`src/rtl/lpm_pkg.sv`:
```
package lpm_pkg;

  localparam int ADDR_W = 32;
  localparam int LEN_W  = 6;
  localparam int PORT_W = 4;
  localparam int TTL_W  = 8;
  localparam int STAT_W = 3;

  localparam logic [LEN_W-1:0] MAX_LEN = LEN_W'(32);

  localparam logic [STAT_W-1:0] ST_FORWARDED = 3'd0;
  localparam logic [STAT_W-1:0] ST_EXPIRED   = 3'd1;
  localparam logic [STAT_W-1:0] ST_NO_ROUTE  = 3'd2;
  localparam logic [STAT_W-1:0] ST_ADDED     = 3'd3;
  localparam logic [STAT_W-1:0] ST_FULL      = 3'd4;

  typedef struct packed {
    logic [ADDR_W-1:0] prefix;
    logic [LEN_W-1:0]  len;
    logic              has_hop;
    logic [ADDR_W-1:0] hop;
    logic [PORT_W-1:0] port;
  } entry_t;

  // lookup travelling down the row, carrying the best route so far
  typedef struct packed {
    logic [ADDR_W-1:0] addr;
    logic              found;
    logic [LEN_W-1:0]  best_len;
    logic              has_hop;
    logic [ADDR_W-1:0] hop;
    logic [PORT_W-1:0] port;
  } token_t;

  function automatic logic [ADDR_W-1:0] len_mask(input logic [LEN_W-1:0] len);
    logic [ADDR_W-1:0] m;
    if (len == '0) begin
      m = '0;
    end else begin
      m = {ADDR_W{1'b1}} << (MAX_LEN - len);
    end
    return m;
  endfunction

endpackage

```
`src/rtl/lpm_cell.sv`:
```
module lpm_cell #(
  parameter int CNT_W = 7
) (
  input  logic                clk,
  input  logic                rst_n,
  input  logic                wr_en,
  input  lpm_pkg::entry_t     wr_entry,
  input  logic                tok_vld_i,
  input  lpm_pkg::token_t     tok_i,
  input  logic [CNT_W-1:0]    rem_i,
  output logic                tok_vld_o,
  output lpm_pkg::token_t     tok_o,
  output logic [CNT_W-1:0]    rem_o
);

  lpm_pkg::entry_t            entry_r;
  logic                       tok_vld_r;
  lpm_pkg::token_t            tok_r, tok_nxt;
  logic [CNT_W-1:0]           rem_r, rem_nxt;
  logic [lpm_pkg::ADDR_W-1:0] mask;
  logic                       live;
  logic                       hit;

  always_comb begin
    mask = lpm_pkg::len_mask(entry_r.len);
    // rem counts the routes still to visit, so unwritten cells are never looked at
    live = (rem_i != '0);
    hit  = live && (((entry_r.prefix ^ tok_i.addr) & mask) == '0) &&
           (!tok_i.found || (entry_r.len > tok_i.best_len));
    tok_nxt = tok_i;
    if (hit) begin
      tok_nxt.found    = 1'b1;
      tok_nxt.best_len = entry_r.len;
      tok_nxt.has_hop  = entry_r.has_hop;
      tok_nxt.hop      = entry_r.hop;
      tok_nxt.port     = entry_r.port;
    end
    rem_nxt = live ? rem_i - CNT_W'(1) : rem_i;
  end

  always_ff @(posedge clk) begin
    if (wr_en) begin
      entry_r <= wr_entry;
    end
  end

  always_ff @(posedge clk) begin
    if (!rst_n) begin
      tok_vld_r <= 1'b0;
    end else begin
      tok_vld_r <= tok_vld_i;
    end
  end

  always_ff @(posedge clk) begin
    if (tok_vld_i) begin
      tok_r <= tok_nxt;
      rem_r <= rem_nxt;
    end
  end

  assign tok_vld_o = tok_vld_r;
  assign tok_o     = tok_r;
  assign rem_o     = rem_r;

endmodule

```
`config.mk`:
```
export PLATFORM = sky130hd
export DESIGN_NAME = lpm_cell
export DESIGN_NICKNAME = d
export VERILOG_FILES = /design/src/rtl/lpm_pkg.sv /design/src/rtl/lpm_cell.sv
export SDC_FILE = /design/constraint.sdc
export NUM_CORES = 1
export LEC_CHECK = 0
export BUFFER_PORTS_ARGS = -buffer_cell sky130_fd_sc_hd__buf_2
export CORE_ASPECT_RATIO = 1.25
export CORE_MARGIN = 5
export CORE_UTILIZATION = 45
export CTS_BUF_LIST = sky130_fd_sc_hd__clkbuf_8 sky130_fd_sc_hd__clkbuf_16
export DETAILED_ROUTE_END_ITERATION = 12
export PLACE_DENSITY = 0.77
export SYNTH_ARGS = -nofsm -noshare
export SYNTH_HDL_FRONTEND = slang
export SYNTH_SLANG_ARGS = --single-unit
```
`constraint.sdc`:
```
create_clock -name clk -period 3 [get_ports clk]
set_input_delay 0.3 -clock clk [delete_from_list [all_inputs] [get_ports clk]]
set_output_delay 0.3 -clock clk [all_outputs]
set_load 0.05 [all_outputs]
```
---- Word level (Yosys, flattened, before mapping) ----
Index checks and enable logic that the tools add are counted.
W data, S select, Z words.
word-level totals
  register bits after elaboration ......... 159
  bits of input ports ..................... 162
  output and inout port bits .............. 84
  logic and storage cells ................. 29
operators by class
  add/subtract/negate cells ............... 2
  order comparisons ....................... 1
  shift operators ......................... 1
  multiplexer cells ....................... 3
  bitwise logic cells ..................... 2
  reduce and logical (&&, ||, !) cells .... 7
operators with widths
  cell                     number
  $mux W43                 1
  $and A32 B32 Y32         1
  $logic_not A32 Y1        1
  $mux W32                 1
  $shl A32 B6 Y32 const A  1
  $xor A32 B32 Y32         1
  $mux W7                  1
  $reduce_bool A7 Y1       1
  $sub A7 B1 Y7 const B    1
  $gt A6 B6 Y1             1
  $logic_not A6 Y1         1
  $sub A6 B6 Y6 const A    1
  $logic_and A1 B1 Y1      2
  $logic_not A1 Y1         1
  $logic_or A1 B1 Y1       1

---- Logic depth before layout (Yosys ltp) ----
  word-level depth ........................ 8
  depth in mapped cells ................... 13
  gate-level depth less buffers ........... 10

---- Least setup slack after synthesis ----
No wires, ideal clock.
  path kind ............................... reg2reg
  start ................................... register entry_r[38] (netlist name)
  end ..................................... register tok_r (netlist bit tok_o[10]), data pin
  library setup time ...................... 260 ps
  data arrival time ....................... 2945 ps
  data required time ...................... 2740 ps
  path slack .............................. -205 ps
  stages on the path, launching flop included .. 13
  path buffers ............................ 2
  clock period less this slack ............ 3205 ps
  cell sequence ........................... edfxtp_1 > inv_1 > ha_1 > buf_6 > or3b_4 > xnor2_4 > and2_4 > a22oi_2 > nor4_2 > o211ai_2 > a22oi_4 > buf_12 > mux2_4
RTL lines
  item                    RTL line        text
  from (decl)             lpm_cell.sv:16  lpm_pkg::entry_t entry_r;
  from (signal assigned)  lpm_cell.sv:43  entry_r <= wr_entry;
  to (signal assigned)    lpm_cell.sv:57  tok_r <= tok_nxt;
  to (decl)               lpm_cell.sv:18  lpm_pkg::token_t tok_r, tok_nxt;

==> results.txt <==
- Status: finished with violations
* Violations in the final reports: negative setup slack
* Pwr dens: 653 mW/mm^2
* Wire length of the first global-routing pass: 25100 um
- Residual DRC count: 0
- Layout cells sized above 1: 54.7%
- CTS saw 159 sinks.
- Clock skew: 0.00892 ns
- Counting tap cells, the placed design contains a total of 809 instances.
* Actual slew at the worst max-slew pin: 1.09 ns
- The library cell used most frequently in the layout, excluding fill and tap cells, is buf_2.
- The cell sitting at the root of the clock tree is a clkbuf_16.
* Classification of the worst-slack hold path: input pin to flop
* Flop-to-flop setup slack: -0.15 ns
- The die covers 0.0174 sq mm.
- Share of synthesized area occupied by flip-flops and latches: 71.2%
- Worst slew margin: 27.5%
- Initial antenna violation count: 0
- Met2 usage: 33.0%
* Die outline width: 119 um
- The number of nets handed over by synthesis was 545.
- Antenna diode count: 0
- DIE HEIGHT: 146 um
- Largest cells by area after synthesis: edfxtp_1, mux2_4, xnor2_1, ha_1, xor2_1
* Starting DRC count in detailed routing: 197
- TritonCTS clock tree: built
* Maximum number of pins on one net before global-route repair: 85
- Overflow after GRT: 0
- For the worst setup path, the data required time is 3.17 ns.
- Crit path DAT: 3.31 ns
* Vias after detailed routing: 4232
- In the post-route analysis, the smallest setup slack over all paths is -0.145 ns.
* Clock group share of total power: 33.8%
- The synthesized design contains 159 register bits.
* Power Internal: 0.00425 W
* Post-route minimum period: 3.15 ns
- CTS built an H-tree with a depth of 4.
* Final setup violation count: 41
* Global-route usage over all layers: 18.8%
* Initial Util: 46.1%
* Post-synthesis instance total: 371
- After synthesis, the netlist uses 49 different library cells.
* Final hold viol count: 0
- Area fraction of the dominant cell type after synthesis: 70.9%
- GRT busiest layer: met2
- Mean instance size in the synthesized netlist: 18.0 sq um
- Combinational logic burns 19.8% of the power.
- Period Utilization, post-route: 105%
- GPL Wtd Cong: 0.905
- After clock tree synthesis, the clock-pin slew on the worst setup and hold paths is 0.06 ns.
- The critical path is of the flop to flop type.
- Max-cap violations: 0
- Drt via density: 4.97
* Worst Hold Path Cells: 1
* Peak supply drop: 0.476 mV
* Post-synth EDFFs: 158
* Clock insertion delay at the later pin of the skew report: 0.42 ns
- Leaving out fill and tap cells, the most frequent cells in the layout are buf_2, edfxtp_1, mux2_4, buf_4, xnor2_1.
- CTS buffer count: 17
- Startpoint Class: flop
- Measured in cells, the most critical reg-to-reg path has a length of 12.
* Worst r2r dst: tok_o[22]
- Registers are responsible for 46.4% of the overall power.
- In this run the most critical hold path is launched from wr_entry[6].
- Half-perimeter wire length of the detailed placement result: 12000 um
* Worst hold path endpoint: entry_r[6]
* Growth of design area from synthesis to finish: 34.2%
* I/O pin cnt: 246
- The pre-antenna-repair detailed-routing pass consisted of 4 iterations.
- Number of placement rows: 49
- Number of max-slew violations in the final report: 0
- Leak Pwr: 3.76 nW
- Summed over all failing endpoints, the final setup total negative slack is -4.74 ns.
- Final wirelength: 16400 um
- Number of non-filler instances in the completed layout: 852
- The region available for standard cell placement spans 0.0145 sq mm.
* Async S/R FF share, synth: 0%
- Number of warnings issued by yosys: 0
* I/O Buffers: 245
- RSZ-0062 raised after global routing: true
* Clock tree buffer depth: 2
- The worst setup path is captured at a flop.
- Antenna-violating nets left: 0
* Global-route met1 utilization: 21.3%
- Average detailed-routed wire length per instance: 19.2 um
- GR Layer Usage met3: 6.54%
- Summed over all nets, the switching power comes to 0.00162 W.
- FMAX: 0.318 GHz
- Largest fanout of any net on the critical path: 8
- Top flip-flop cell by instance count after synthesis: edfxtp_1
* Via count of the first global-routing pass: 4667
- Final Hold Slack: 0.0536 ns
* Netlist area before placement: 0.00669 sq mm
* Launch point of the worst reg-to-reg path: entry_r[38]
* Share of the core filled with cells in the final layout: 61.8%
- Post-synthesis cell type with the largest combined area: edfxtp_1
- Net switching share of the total power: 27.6%
- NumNets Final: 835
-- layout make-up --
class / count / area [sq um]
Clock buffer: 17 / 425
Tap cell: 178 / 223
Fill cell: 1112 / 5550
Inverter: 13 / 48.8
Timing Repair Buffer: 280 / 1570
Multi-Input combinational cell: 190 / 1830
Clock inverter: 15 / 120
Sequential cell: 159 / 4760
-- per-stage QoR --
stage          area [sq um]  total power [W]  setup slack, ns
2_1_floorplan          6710          0.00350           -0.129
3_3_place_gp           8240          0.00383          -0.0208
3_5_place_dp           8240          0.00386           -0.272
4_1_cts                8940          0.00592           -0.175
5_1_grt                8980          0.00611           -0.239
6_report               8980          0.00587           -0.145
-- worst max path at each step --
stage | end | from | depth (start not counted)
detailed placement | tok_o[0] | entry_r[38] | 12
global placement | tok_o[0] | entry_r[38] | 12
floorplan | tok_o[10] | entry_r[37] | 12
global route | tok_o[22] | entry_r[38] | 13
CTS | tok_o[42] | entry_r[38] | 12
finish | tok_o[22] | entry_r[38] | 12
-- what timing repair did --
action	CTS	global route
setup endpoints to repair	43	43
pin swaps	4	7
gates resized for setup	11	16
hold buffers	0	0
gates cloned	2	1
setup buffers	9	3
-- worst max-delay path: stages (launching register included) --
cell and delay, ns:
edfxtp_1 0.40, inv_2 0.11, ha_4 0.19, or3b_4 0.42
xnor2_4 0.17, and2_4 0.19, a221oi_2 0.06, nor4_2 0.28
o211ai_2 0.20, a22oi_4 0.25, buf_6 0.16, clkbuf_16 0.16
mux2_4 0.30
-- state kept, by name (all words and copies together) (netlist names) --
register,flops
entry_r,75
rem_o,7
tok_o,76
tok_vld_o,1
-- synth_stat cells (2+ instances only) --
master and number:
mux2i_1 2, xnor2_1 27, edfxtp_1 158, o21a_1 2, xor2_1 12, buf_6 3
o22ai_1 2, a221oi_1 3, nand2_1 8, nor2_1 14, inv_1 13, nand3_1 2
a21oi_1 11, a2111oi_0 2, nor4_1 2, buf_12 4, xnor2_4 2, or2b_1 2
mux2_4 38, ha_1 12, nor3_1 6, mux2_2 3, o21ai_0 14, nor4b_1 3
nor2b_1 2
-- layer usage --
| metal | up-vias | part of all wire [%] |
|---|---|---|
| met5 | - | 0 |
| met4 | 0 | 2.1 |
| met3 | 24 | 7.0 |
| met2 | 160 | 53 |
| met1 | 2035 | 38 |
| li1 | 2013 | - |
-- kinds of logic (layout without fill, tap and decap cells) --
logic type	count (synthesis)	after routing	share of synthesized area [%]
muxes	43	43	9.33
AOI/OAI and AO/OA	47	47	4.93
adders and majority gates	12	12	2.24
and+or+nand+nor	47	47	3.83
xor gates and xnor gates	41	41	5.93
DFF	159	159	71.2
buffers and inverters	22	325	2.56
-- power groups by stage --
stage	registers, W	logic (W)	clock network, W
floorplan	0.00311	0.000386	0
global placement	0.00276	0.00106	0
detailed placement	0.00277	0.00109	0
CTS	0.00272	0.00115	0.00205
global route	0.00274	0.00123	0.00214
finish	0.00272	0.00116	0.00199
Note: power is estimated with default switching activity, not from simulation.
